<file path="src/hdl/sfr_pkg.sv">
package sfr_pkg;

   // Register indexes on the configuration port
   localparam logic [2:0] REG_PATTERN_LENGTH      = 3'd0;
   localparam logic [2:0] REG_PATTERN_BYTES_LOW   = 3'd1;
   localparam logic [2:0] REG_PATTERN_BYTES_HIGH  = 3'd2;
   localparam logic [2:0] REG_REPLACE_LENGTH      = 3'd3;
   localparam logic [2:0] REG_REPLACE_BYTES_LOW   = 3'd4;
   localparam logic [2:0] REG_REPLACE_BYTES_HIGH  = 3'd5;

   // Byte capacity of the 128-bit pattern and replacement registers
   localparam int          RegBytes  = 16;
   localparam logic [4:0]  RepMax    = 5'd16;

   typedef enum logic [2:0] {
      ST_IDLE,
      ST_COMPARE,
      ST_EMIT_OLD,
      ST_EMIT_REPL,
      ST_FLUSH,
      ST_MARK
   } sfr_state_type;

   // Pick byte idx out of a 16-byte register pair, byte 0 in the low bits
   function automatic logic [7:0] byte_sel(input logic [127:0] bytes,
                                           input logic [3:0]   idx);
      byte_sel = bytes[{idx, 3'b000} +: 8];
   endfunction

endpackage

</file>
<file path="src/hdl/stream_find_replace.sv">
// Streaming find-and-replace on a byte stream.
// Input channel (req_): one text byte per transfer, req_in_last on the final
// byte of a stream. Result channel (rsp_): one byte per transfer; rsp_out_valid
// is low only on a bare end marker, rsp_out_last flags the final result.
// Configuration (csr_): index and 64-bit data, always ready; write only while
// the block is idle. A pattern_length write drops the pending bytes.
// Each byte is written into a pending window. Once the window holds
// pattern_length bytes, one shared byte comparator walks it against the
// pattern, one byte per cycle, stopping at the first mismatch. While the
// result slot is free the sequencer then sends results one per cycle: the
// replacement text on a match, else the oldest byte, plus the whole window
// on the final byte. req_stall is high while the sequencer is out of idle,
// through the compare and every result.
// A result waits in the output register while rsp_stall is high and the
// sequencer holds until it is taken; the next byte is accepted meanwhile
// once the sequencer is back in idle.
// Reset (synchronous): registers return to their reset values, the window
// is empty and no result is pending.
module stream_find_replace #(
   parameter int PATTERN_MAX = 16
) (
   input  logic        clock,
   input  logic        reset,
   input  logic        req_valid,
   output logic        req_stall,
   input  logic [7:0]  req_in_byte,
   input  logic        req_in_last,
   output logic        rsp_valid,
   input  logic        rsp_stall,
   output logic [7:0]  rsp_out_byte,
   output logic        rsp_out_valid,
   output logic        rsp_out_last,
   input  logic        csr_valid,
   output logic        csr_ready,
   input  logic [2:0]  csr_index,
   input  logic [63:0] csr_wdata
);
   import sfr_pkg::*;

   localparam int PAT_LIM = (PATTERN_MAX < RegBytes) ? PATTERN_MAX : RegBytes;
   localparam int IDX_W   = (PAT_LIM > 1) ? $clog2(PAT_LIM) : 1;
   localparam int CNT_W   = $clog2(PAT_LIM + 1);

   sfr_state_type     state_ff, state_in;
   logic [CNT_W-1:0]  cnt_ff, cnt_in, wr_pos, cnt_inc;
   logic [3:0]        idx_ff, idx_in;
   logic              last_ff, last_in;
   logic [7:0]        win_ff [PAT_LIM];
   logic [IDX_W-1:0]  rd_idx;
   logic [7:0]        win_rd;
   logic              win_wr, win_shift;

   logic [4:0]        plen_raw_ff, rlen_raw_ff;
   logic [63:0]       pat_lo_ff, pat_hi_ff, rep_lo_ff, rep_hi_ff;
   logic [4:0]        plen_eff, rlen_eff, idx5, cnt5;
   logic [7:0]        pat_byte, rep_byte;

   logic              rsp_valid_ff;
   logic [7:0]        out_byte_ff, out_byte_in;
   logic              out_valid_ff, out_valid_in;
   logic              out_last_ff, out_last_in;
   logic              out_load, slot_free, csr_wr, plen_wr;

   // Effective lengths: empty pattern counts as one byte, both saturate
   always_comb begin
      plen_eff = plen_raw_ff;
      if (plen_raw_ff == 5'd0) begin
         plen_eff = 5'd1;
      end else if (plen_raw_ff > 5'(PAT_LIM)) begin
         plen_eff = 5'(PAT_LIM);
      end
      rlen_eff = (rlen_raw_ff > RepMax) ? RepMax : rlen_raw_ff;
   end

   assign idx5     = {1'b0, idx_ff};
   assign cnt5     = 5'(cnt_ff);
   assign pat_byte = byte_sel({pat_hi_ff, pat_lo_ff}, idx_ff);
   assign rep_byte = byte_sel({rep_hi_ff, rep_lo_ff}, idx_ff);
   assign win_rd   = win_ff[rd_idx];
   assign wr_pos   = (cnt5 >= plen_eff) ? '0 : cnt_ff;
   assign cnt_inc  = wr_pos + CNT_W'(1);

   assign slot_free = !rsp_valid_ff || !rsp_stall;
   assign csr_ready = 1'b1;
   assign csr_wr    = csr_valid && csr_ready;
   assign plen_wr   = csr_wr && (csr_index == REG_PATTERN_LENGTH);
   assign req_stall = (state_ff != ST_IDLE);

   // Configuration registers
   always_ff @(posedge clock) begin
      if (reset) begin
         plen_raw_ff <= 5'd1;
         pat_lo_ff   <= '0;
         pat_hi_ff   <= '0;
         rlen_raw_ff <= '0;
         rep_lo_ff   <= '0;
         rep_hi_ff   <= '0;
      end else if (csr_wr) begin
         case (csr_index)
            REG_PATTERN_LENGTH:     plen_raw_ff <= csr_wdata[4:0];
            REG_PATTERN_BYTES_LOW:  pat_lo_ff   <= csr_wdata;
            REG_PATTERN_BYTES_HIGH: pat_hi_ff   <= csr_wdata;
            REG_REPLACE_LENGTH:     rlen_raw_ff <= csr_wdata[4:0];
            REG_REPLACE_BYTES_LOW:  rep_lo_ff   <= csr_wdata;
            REG_REPLACE_BYTES_HIGH: rep_hi_ff   <= csr_wdata;
            default: ;
         endcase
      end
   end

   // Sequencer state
   always_ff @(posedge clock) begin
      if (reset) begin
         state_ff <= ST_IDLE;
         cnt_ff   <= '0;
         idx_ff   <= '0;
         last_ff  <= 1'b0;
      end else begin
         state_ff <= state_in;
         cnt_ff   <= cnt_in;
         idx_ff   <= idx_in;
         last_ff  <= last_in;
      end
   end

   // Next state, window strobes and result load
   always_comb begin
      state_in     = state_ff;
      cnt_in       = cnt_ff;
      idx_in       = idx_ff;
      last_in      = last_ff;
      rd_idx       = idx_ff[IDX_W-1:0];
      win_wr       = 1'b0;
      win_shift    = 1'b0;
      out_load     = 1'b0;
      out_byte_in  = 8'h00;
      out_valid_in = 1'b0;
      out_last_in  = 1'b0;

      case (state_ff)
         ST_IDLE: begin
            if (req_valid) begin
               win_wr  = 1'b1;
               last_in = req_in_last;
               cnt_in  = cnt_inc;
               idx_in  = '0;
               if (5'(cnt_inc) == plen_eff) begin
                  state_in = ST_COMPARE;
               end else if (req_in_last) begin
                  state_in = ST_FLUSH;
               end
            end
         end
         ST_COMPARE: begin
            if (win_rd != pat_byte) begin
               state_in = ST_EMIT_OLD;
            end else if (idx5 == plen_eff - 5'd1) begin
               cnt_in = '0;
               idx_in = '0;
               if (rlen_eff != 5'd0) begin
                  state_in = ST_EMIT_REPL;
               end else if (last_ff) begin
                  state_in = ST_MARK;
               end else begin
                  state_in = ST_IDLE;
               end
            end else begin
               idx_in = idx_ff + 4'd1;
            end
         end
         ST_EMIT_OLD: begin
            rd_idx = '0;
            if (slot_free) begin
               out_load     = 1'b1;
               out_byte_in  = win_rd;
               out_valid_in = 1'b1;
               out_last_in  = last_ff && (cnt5 == 5'd1);
               win_shift    = 1'b1;
               cnt_in       = cnt_ff - CNT_W'(1);
               idx_in       = '0;
               state_in     = (last_ff && (cnt5 != 5'd1)) ? ST_FLUSH : ST_IDLE;
            end
         end
         ST_EMIT_REPL: begin
            if (slot_free) begin
               out_load     = 1'b1;
               out_byte_in  = rep_byte;
               out_valid_in = 1'b1;
               out_last_in  = last_ff && (idx5 == rlen_eff - 5'd1);
               if (idx5 == rlen_eff - 5'd1) begin
                  state_in = ST_IDLE;
               end else begin
                  idx_in = idx_ff + 4'd1;
               end
            end
         end
         ST_FLUSH: begin
            if (slot_free) begin
               out_load     = 1'b1;
               out_byte_in  = win_rd;
               out_valid_in = 1'b1;
               out_last_in  = (idx5 == cnt5 - 5'd1);
               if (idx5 == cnt5 - 5'd1) begin
                  cnt_in   = '0;
                  state_in = ST_IDLE;
               end else begin
                  idx_in = idx_ff + 4'd1;
               end
            end
         end
         ST_MARK: begin
            if (slot_free) begin
               out_load    = 1'b1;
               out_last_in = 1'b1;
               state_in    = ST_IDLE;
            end
         end
         default: begin
            state_in = ST_IDLE;
         end
      endcase

      // Drop the pending bytes on a new pattern length
      if (plen_wr) begin
         cnt_in = '0;
      end
   end

   // Pending window: write at the fill position, shift down after the oldest leaves
   always_ff @(posedge clock) begin
      if (win_wr) begin
         win_ff[wr_pos[IDX_W-1:0]] <= req_in_byte;
      end else if (win_shift) begin
         for (int k = 0; k < PAT_LIM - 1; k++) begin
            win_ff[k] <= win_ff[k + 1];
         end
      end
   end

   // Output register: load when free, hold while stalled
   always_ff @(posedge clock) begin
      if (reset) begin
         rsp_valid_ff <= 1'b0;
      end else if (out_load) begin
         rsp_valid_ff <= 1'b1;
      end else if (!rsp_stall) begin
         rsp_valid_ff <= 1'b0;
      end
   end

   always_ff @(posedge clock) begin
      if (out_load) begin
         out_byte_ff  <= out_byte_in;
         out_valid_ff <= out_valid_in;
         out_last_ff  <= out_last_in;
      end
   end

   assign rsp_valid     = rsp_valid_ff;
   assign rsp_out_byte  = out_byte_ff;
   assign rsp_out_valid = out_valid_ff;
   assign rsp_out_last  = out_last_ff;

`ifndef ASSERT_OFF
   a_load_slot_free: assert property (@(posedge clock) disable iff (reset)
      out_load |-> (!rsp_valid_ff || !rsp_stall))
      else $error("result loaded over a stalled result");

   a_cnt_bound: assert property (@(posedge clock) disable iff (reset)
      cnt5 <= 5'(PAT_LIM))
      else $error("pending count beyond window depth");

   a_compare_idx: assert property (@(posedge clock) disable iff (reset)
      (state_ff == ST_COMPARE) |-> (idx5 < plen_eff))
      else $error("compare index beyond pattern length");

   a_end_empty: assert property (@(posedge clock) disable iff (reset)
      (out_load && out_last_in) |=> (cnt_ff == '0 && state_ff == ST_IDLE))
      else $error("window not empty after end of stream");

   a_marker_form: assert property (@(posedge clock) disable iff (reset)
      (rsp_valid && !rsp_out_valid) |-> (rsp_out_last && rsp_out_byte == 8'h00))
      else $error("malformed end marker");
`endif

endmodule

</file>
<file path="config.mk">
export PLATFORM = sky130hd
export DESIGN_NAME = stream_find_replace
export DESIGN_NICKNAME = d
export VERILOG_FILES = /design/src/hdl/sfr_pkg.sv /design/src/hdl/stream_find_replace.sv
export SDC_FILE = /design/constraint.sdc
export NUM_CORES = 1
export LEC_CHECK = 0
export BUFFER_PORTS_ARGS = -buffer_cell sky130_fd_sc_hd__buf_2
export CAP_MARGIN = 20
export CORE_ASPECT_RATIO = 0.7
export CORE_UTILIZATION = 62
export DETAILED_ROUTE_END_ITERATION = 16
export PLACE_DENSITY = 0.8
export SETUP_SLACK_MARGIN = 0.3
export SYNTH_ARGS = -nofsm -noshare
export SYNTH_HDL_FRONTEND = slang
export SYNTH_SLANG_ARGS = --single-unit
</file>
<file path="constraint.sdc">
create_clock -name clock -period 5.3 [get_ports clock]
set_input_delay 0.795 -clock clock [delete_from_list [all_inputs] [get_ports clock]]
set_output_delay 0.795 -clock clock [all_outputs]
set_load 0.05 [all_outputs]
</file>
After elaboration in Yosys (flattened, before gate mapping)

Memories as Yosys holds them, arrays and structs flattened.
Index checks and enable logic that the tools add are counted.

Muxes and demuxes: 58
Order comparisons: 3
Add/subtract/negate cells: 5
Shift operators: 2
Equality and inequality tests: 31
Reduce and logical (&&, ||, !) cells: 29

Operator list:

| cell                | number |
|---|---|
| $shiftx 128x8->8    | 2 |
| $mux 5              | 10 |
| $mux 3              | 14 |
| $mux 4              | 10 |
| $mux 8              | 3 |
| $ne 2x2->1 const B  | 11 |
| $pmux 4 s5          | 1 |
| $pmux 5 s4          | 1 |
| $pmux 3 s6          | 1 |
| $mux 1              | 16 |
| $pmux 8 s2          | 1 |
| $eq 4x5->1          | 3 |
| $sub 5x1->5 const B | 3 |
| $reduce_and 2->1    | 7 |
| $eq 3x2->1 const B  | 4 |
| $eq 3x3->1 const B  | 4 |
| $gt 5x5->1 const B  | 2 |
| $reduce_bool 5->1   | 2 |
| $reduce_and 9->1    | 1 |
| $ne 8x8->1          | 1 |
| $reduce_and 8->1    | 1 |
| $reduce_or 8->1     | 1 |
| $reduce_and 7->1    | 1 |
| $eq 3x1->1 const B  | 2 |
| other kinds (19)    | 26 |

Logic and storage cells: 143
Flip-flop bits (word level): 290
Memory bits (writable): 128
Output and inout port bits: 13
Input bits: 81
Memories: 1

Memory list:

| name   | words | width | read ports | clocked after memory_dff | wr ports | RTL line                  | source |
|---|---|---|---|---|---|---|---|
| win_ff | 16    | 8     | 16         | 0                        | 15       | stream_find_replace.sv:48 | `logic [7:0] win_ff [PAT_LIM];` |

Longest topological paths before layout

Gate-level depths: netlist of the first run.

Depth in word-level cells: 10
Depth in mapped cells: 21
Gate-level depth less buffers: 20

Worst setup path before layout of the first run

Ideal clock, no wire load.

Path type: register to register
From: register plen_raw_ff[2]
To: register state_ff[2]
Arrival time: 3.813 ns
Slack: 1.371 ns
Buffers on the path: 1
Cell stages (with the launch flop): 22
Library setup time: 0.116 ns
Period minus slack after synthesis: 3.929 ns
Data required time: 5.184 ns
Cell sequence: dfxtp_1 clkbuf_1 nor3_1 nor2_1 nor2_1 ha_1 nand2b_1 a21o_1 a21oi_1 o21a_1 nand2_1 inv_1 ha_1 nand3_1 xor2_1 xnor2_1 nor2_1 a32oi_1 o41ai_1 o221a_2 nor3_1 a41o_1

Word-level cells in the longest chain between the ends: 10
Elaborated cells between the ends (all ways): 16
Classes of those cells: 2 x add/sub; 2 x order compare; 4 x eq/ne; 6 x mux; 2 x reduce/logical

Ends and longest elaborated chain:

| what                   | RTL line                   | source |
|---|---|---|
| from (decl)            | stream_find_replace.sv:53  | `logic [4:0] plen_raw_ff, rlen_raw_ff;` |
| from (signal assigned) | stream_find_replace.sv:100 | `REG_PATTERN_LENGTH: plen_raw_ff <= csr_wdata[4:0];` |
| $gt 5x5->1             | stream_find_replace.sv:69  | `end else if (plen_raw_ff > 5'(PAT_LIM)) begin` |
| $mux 5                 | stream_find_replace.sv:69  |  |
| $mux 5 *               | stream_find_replace.sv:67  | `if (plen_raw_ff == 5'd0) begin` |
| $ge 5x5->1             | stream_find_replace.sv:80  | `assign wr_pos = (cnt5 >= plen_eff) ? '0 : cnt_ff;` |
| $mux 5                 | stream_find_replace.sv:80  |  |
| $add 5x1->5            | stream_find_replace.sv:81  | `assign cnt_inc = wr_pos + CNT_W'(1);` |
| $eq 5x5->1             | stream_find_replace.sv:147 | `if (5'(cnt_inc) == plen_eff) begin` |
| $mux 3                 | stream_find_replace.sv:147 |  |
| $mux 3                 | stream_find_replace.sv:142 | `if (req_valid) begin` |
| $pmux 3 s6             | stream_find_replace.sv:140 | `case (state_ff)` |
| to (signal assigned)   | stream_find_replace.sv:119 | `state_ff <= state_in;` |
| to (decl)              | stream_find_replace.sv:44  | `sfr_state_type state_ff, state_in;` |

Every way passes the cells marked *; elsewhere a longest branch is shown, timed or not. The select of a mux whose other input is x is not followed.
A chain may end at the register's enable or synchronous reset.

Final worst setup path of the first run

Ends and elaborated chain as after synthesis.

==> qor.txt, run 1 <==
Seq pwr share -> 0.432
Worst EP required -> 5760 ps
Maximum vdd drop -> 0.383 mV
Vias per std cell -> 6.44
Core footprint -> 0.0312 mm2
Synth-to-Final Area Change -> 9.42%
Setup WS pre-CTS -> 876 ps
Worst skew pair latency -> 580 ps
Vias -> 16,300
Root Buffer -> clkbuf_16
Area share of the largest cell type after synthesis -> 0.284
Comb pwr share -> 0.276
Leak Pwr -> 7.79 nW
Fin area -> 0.0216 mm2
Setup Buffers After CTS -> 0
First-pass GRT wire length -> 85.1 mm
Final core utilization -> 0.692
Die ar. -> 0.0326 mm2
Ports -> 94
Maximum buffer depth of the clock tree -> 3
Clock-pin transition on the worst setup and hold timing paths -> 70 ps
Fmax -> 0.222 GHz
Status -> finished clean
Die X -> 215 um
# DRC -> 0
# rows -> 54
Final min period -> 4500 ps
Post-cts resize count -> 0
Synth area leaders -> dfxtp_1 28%, edfxtp_1 21%, nand2_1 11%
Final Hold Fails -> 0
DP Wirelength -> 37.3 mm
Int Power -> 6.29 mW
NumNets Final -> 2,173
Ys Warns -> 0
RSZ-0062 raised after global routing -> false
Mapped Nets -> 2,181
RD Place Congestion -> 0.937
Netlist cell types -> 72
Setup CP Type -> flip-flop to flip-flop
Sequential cell area fraction in the yosys report -> 0.494
Slack of the critical path -> 796 ps
Dpl cell area -> 0.0203 mm2
Gr usage total -> 0.339
Clock power frac -> 0.292
Crit. End Element -> flip-flop
Router iterations before antenna repair -> 9
Synth area leader -> dfxtp_1
Slew Viols, Final -> 0
GR Overflow Total -> 0
Crit start category -> flip-flop
Clock Sinks -> 418
Tcrit/Tclk final -> 0.850
Port buffer count -> 92
Antenna violations before repair -> 2
Hold Path Class -> primary input to flip-flop
Die height -> 151 um
DRT iter0 DRCs -> 2,382
Critical R2R Launch -> plen_raw_ff[2]
Largest net degree at the start of global routing -> 229
TNS Setup -> 0 ps
Hold depth -> 1
Number of flops mapped to enable cells by yosys -> 138
Post-DRT Antenna Nets -> 0
Most common flop cell mapped by yosys -> dfxtp_1
TritonCTS clock tree -> done
R2R Setup Slk -> 800 ps
Seq cells post-synth -> 418
WP data arrival -> 4970 ps
WL final -> 55.3 mm
Switching part of the total -> 0.341
Top-count cell post-synth -> nand2_1
Share of cells above drive strength 1 -> 0.145
Number of global-route vias before repair -> 14,900
Synth cell count leaders -> 565 x nand2_1, 297 x a21oi_1, 280 x dfxtp_1
Cell count after synthesis -> 2,086
CTS Hold Bufs -> 0
Initial Util -> 0.633
Crit path capture -> state_ff[2]
Max-capacitance violation count -> 0
Mapped Avg Cell Area -> 9.47 um2
Worst Tran Pin Value -> 1120 ps
TritonCTS Buffers -> 40
Capturing point of the worst reg2reg path -> state_ff[2]
Reg2reg path depth -> 20
Pwr dens -> 442 mW/mm2
Crit path max fanout -> 7
Async SR Flop Fraction -> 0
Clock skew -> 29.6 ps
H-tree Lvls -> 2
Mean routed wirelength per cell -> 21.8 um
Mapped Area -> 0.0198 mm2
Max_slew headroom -> 0.250
Psw -> 3.25 mW
Final setup violation count -> 0
Critical Path Start -> plen_raw_ff[2]
==> cells by family after synthesis <==
kind of cell,share of synthesized area
simple gates,0.155
compound gates,0.172
flops,0.494
buf+inv,0.0437
mux,0.114
xor+xnor,0.0124
fa+ha+maj,0.00887
other cells,0.000190
==> power groups by stage <==
stage	sequential (mW)	combinational [mW]	clock, mW
floorplan	4.15	1.85	0
global placement	4.16	2.49	0
detailed placement	4.18	2.56	0
CTS	4.11	2.58	2.78
global route	4.16	2.84	2.90
finish	4.12	2.64	2.78
==> final cells by class <==
cell class | count | area (um2)
Antenna cell | 2 | 5.00
Clock buffer | 62 | 1160
Clock inverter | 11 | 91.3
Fill cell | 2314 | 9600
Inverter | 25 | 93.8
Multi-Input combinational cell | 1464 | 9200
Sequential cell | 418 | 9760
Tap cell | 420 | 526
Timing Repair Buffer | 129 | 785
==> routing by layer <==
metal	vias up	GRT usage	routed length (um)
met5	-	0	0
met4	0	0.0851	1140
met3	89	0.0926	7600
met2	990	0.479	23000
met1	7894	0.513	23600
li1	7321	-	-
==> critical path, stage by stage, from the launching register on <==
cell	delay (ps)
dfxtp_1	380
nor3_1	220
nor2_1	80
nor2_1	220
ha_1	280
nand2b_1	140
a21o_1	180
a21oi_1	280
o21a_1	300
nand2_1	130
inv_1	120
ha_1	270
nand3_1	120
xor2_1	300
xnor2_1	100
nor2_1	90
a32oi_1	130
o41ai_1	510
o221a_2	300
nor3_1	60
a41o_1	210
==> per-stage QoR <==
stage,std cells,hold WS (ps),power (mW)
5_1_grt,2531,426,9.91
3_3_place_gp,2454,439,6.65
3_5_place_dp,2455,444,6.74
4_1_cts,2528,415,9.47
2_1_floorplan,2086,433,5.99
6_report,2531,428,9.54
==> how the worst min path moves through the flow <==
stage / startpoint / endpoint / slack [ps]
6_report: req_in_byte[7] / win_ff[15][7] / 430
5_1_grt: req_in_byte[7] / win_ff[15][7] / 430
4_1_cts: req_in_byte[7] / win_ff[15][7] / 420
3_5_place_dp: rep_lo_ff[20] / rep_lo_ff[20] / 440
3_3_place_gp: rep_lo_ff[43] / rep_lo_ff[43] / 440
2_1_floorplan: pat_hi_ff[17] / pat_hi_ff[17] / 430
==> state kept, by name, indices dropped and copies added (netlist names), 3 cells and up <==
name / count
rep_hi_ff: 64
pat_lo_ff: 64
rlen_raw_ff: 5
state_ff: 3
idx_ff: 4
win_ff: 128
rep_lo_ff: 64
plen_raw_ff: 5
cnt5: 5
pat_hi_ff: 64
rsp_out_byte: 8
==> cell usage in the layout, fill, tap and decap left out, types with 5 or more instances in the layout <==
master	n
nand2_1	565
xor2_1	10
mux2_2	10
clkbuf_8	7
o22ai_1	11
or4_1	5
clkbuf_1	12
edfxtp_1	138
a21oi_1	297
clkinv_2	5
mux2i_1	30
mux4_2	82
o31ai_1	6
nor2b_1	9
a211oi_1	12
o21ai_0	32
nor2_1	64
a22oi_1	9
xnor2_1	18
clkbuf_16	40
and2_0	9
o21ai_1	5
buf_2	91
ha_1	14
nand4_1	7
buf_4	34
dfxtp_1	277
and2_1	10
nand2b_1	12
a21o_1	125
nand3_1	11
o221ai_1	5
inv_1	24
and3_1	5
nor3_1	13
or2_2	5
a31oi_1	15
No activity file was read; power rests on OpenSTA's default activity.
==> run 2, diff against run 1 <==
- clock period: 5.3 -> 4.75 ns (I/O delays scaled with it)
==> qor.txt, run 2 (synthesis gave the netlist of run 1 again) <==
Status -> finished clean (unchanged)
Vias per std cell -> 6.44 (about the same)
Final core utilization -> 0.703 (was 0.692)
RSZ-0062 raised after global routing -> false (unchanged)
Slew Viols, Final -> 0 (unchanged)
NumNets Final -> 2,184 (was 2,173)
Max_slew headroom -> 0.206 (was 0.250)
Critical R2R Launch -> plen_raw_ff[2] (unchanged)
Crit. End Element -> flip-flop (unchanged)
Die ar. -> 0.0326 mm2 (unchanged)
Post-cts resize count -> 0 (unchanged)
TNS Setup -> 0 ps (unchanged)
TritonCTS clock tree -> done (unchanged)
Worst skew pair latency -> 560 ps (was 580 ps)
Setup WS pre-CTS -> 379 ps (was 876 ps)
Placed cells -> 2,464 (was 2,455)
Max-capacitance violation count -> 0 (unchanged)
Setup Buffers After CTS -> 0 (unchanged)
Die height -> 151 um (unchanged)
Hold Path Class -> primary input to flip-flop (unchanged)
Die X -> 215 um (unchanged)
Initial Util -> 0.633 (unchanged)
Largest Register -> win_ff (unchanged)
Ports -> 94 (unchanged)
Core footprint -> 0.0312 mm2 (unchanged)
Number of global-route vias before repair -> 15,000 (was 14,900)
Final Hold Fails -> 0 (unchanged)
Tcrit/Tclk final -> 0.865 (was 0.850)
Fin cells -> 2,544 (was 2,531)
Slack of the critical path -> 642 ps (was 796 ps)
Crit path max fanout -> 7 (unchanged)
Root Buffer -> clkbuf_16 (unchanged)
Design Power -> 11.1 mW (was 9.54 mW)
Worst hold path startpoint -> req_in_byte[4] (was req_in_byte[7])
First-pass GRT wire length -> 86.3 mm (was 85.1 mm)
Synth-to-Final Area Change -> 11.1% (was 9.42%)
Worst EP required -> 5180 ps (was 5760 ps)
RD Place Congestion -> 0.911 (was 0.937)
Commonest non-fill, non-tap cell in the layout -> nand2_1 (unchanged)
Router iterations before antenna repair -> 6 (was 9)
Clock-pin transition on the worst setup and hold timing paths -> 70 ps (about the same)
Leak Pwr -> 7.95 nW (was 7.79 nW)
Max reg flops -> 128 (unchanged)
Share of cells above drive strength 1 -> 0.154 (was 0.145)
Worst Tran Pin Value -> 1190 ps (was 1120 ps)
Maximum buffer depth of the clock tree -> 3 (unchanged)
Final setup violation count -> 0 (unchanged)
Maximum vdd drop -> 0.359 mV (was 0.383 mV)
Setup CP Type -> flip-flop to flip-flop (unchanged)
Gr usage total -> 0.345 (was 0.339)
Crit path max-delay cell type -> o41ai_2 (was o41ai_1)
TritonCTS Buffers -> 40 (unchanged)
# DRC -> 0 (unchanged)
GR Overflow Total -> 0 (unchanged)
Pwr dens -> 504 mW/mm2 (was 442 mW/mm2)
Antenna violations before repair -> 3 (was 2)
# rows -> 54 (unchanged)
DP Wirelength -> 37.9 mm (was 37.3 mm)
WP data arrival -> 4540 ps (was 4970 ps)
DRT iter0 DRCs -> 2,252 (was 2,382)
Final min period -> 4110 ps (was 4500 ps)
Crit-path max cell delay -> 430 ps (was 510 ps)
Critical-path cell list -> nor3_1 > nor2_1 > nor2_2 > ha_1 > nand2b_1 > a21o_1 > a21oi_2 > o21a_2 > nand2_1 > inv_1 > ha_2 > nand3_1 > xor2_2 > xnor2_1 > nor2_1 > a32oi_1 > o41ai_2 > o221a_2 > nor3_1 > a41o_1 (was nor3_1 > nor2_1 > nor2_1 > ha_1 > nand2b_1 > a21o_1 > a21oi_1 > o21a_1 > nand2_1 > inv_1 > ha_1 > nand3_1 > xor2_1 > xnor2_1 > nor2_1 > a32oi_1 > o41ai_1 > o221a_2 > nor3_1 > a41o_1)
Crit start category -> flip-flop (unchanged)
Clock skew -> 29.8 ps (was 29.6 ps)
Port buffer count -> 92 (unchanged)
WL final -> 56.5 mm (was 55.3 mm)
Critical Path Start -> plen_raw_ff[2] (unchanged)
Clock Sinks -> 418 (unchanged)
Largest net degree at the start of global routing -> 214 (was 229)
Most frequent cells in the layout -> 565 x nand2_1, 296 x a21oi_1, 277 x dfxtp_1, 138 x edfxtp_1, 125 x a21o_1 (was 565 x nand2_1, 297 x a21oi_1, 277 x dfxtp_1, 138 x edfxtp_1, 125 x a21o_1)
Fmax -> 0.243 GHz (was 0.222 GHz)
Post-DRT Antenna Nets -> 0 (unchanged)
H-tree Lvls -> 2 (unchanged)
CTS Hold Bufs -> 0 (unchanged)
Vias -> 16,400 (was 16,300)
Mean routed wirelength per cell -> 22.2 um (was 21.8 um)
run 2: cell types whose count changed in the layout (fill, tap and decap cells not counted), moves of 2 or more:
cell | previous run | this run
o31ai_2 | 3 | 0
bufinv_16 | 0 | 4
o21ai_0 | 32 | 37
clkbuf_8 | 7 | 13
o21ai_1 | 5 | 0
clkbuf_1 | 12 | 3
clkbuf_4 | 4 | 0
buf_4 | 34 | 43
clkbuf_16 | 40 | 42
o31ai_1 | 6 | 9
clkinv_1 | 2 | 5
inv_6 | 3 | 0
run 2: area by class of cell:
| class | instances | area (um2) |
|---|---|---|
| clock buffer | 57 | 1230 |
| multi-input combinational | 1464 | 9210 |
| clock inverter | 17 | 219 |
| timing repair buffer | 140 | 900 |
| fill | 2259 | 9280 |
| inverter | 25 | 93.8 |
| sequential | 418 | 9760 |
| tap | 420 | 526 |
| antenna | 3 | 7.51 |
run 2: critical path: cells and delay by family (launching register included):
kind	cells	cell delay (ps)
compound gates	7	1710
xor+xnor	2	320
fa+ha+maj	2	490
buf+inv	1	110
flops	1	380
simple gates	8	950
run 2: per-stage QoR:
stage | cell area (um2) | hold WS [ps]
6_report | 21900 | 342
5_1_grt | 21900 | 341
4_1_cts | 21900 | 331
3_5_place_dp | 20400 | 444
3_3_place_gp | 20400 | 439
2_1_floorplan | 19800 | 433
run 2: worst paths after layout:
path	slack, ps	cells past startpoint	end
worst min register to register	450	2	rep_lo_ff[22]
worst max-delay path	640	20	state_ff[2]
worst min-delay path	340	1	win_ff[15][4]
worst max register to register	640	20	state_ff[2]
run 2: power by group:
part	leakage (nW)	switching, mW	internal [mW]
Clock	0.712	1.43	2.03
Sequential	3.54	0.311	4.27
Combinational	3.70	1.94	1.09
run 2: metal layers:
metal,vias to the layer above,GRT usage,share of wire
li1,7345,-,-
met1,7951,0.516,0.42
met2,1015,0.495,0.43
met3,82,0.0916,0.14
met4,0,0.0851,0.018
met5,-,0,0
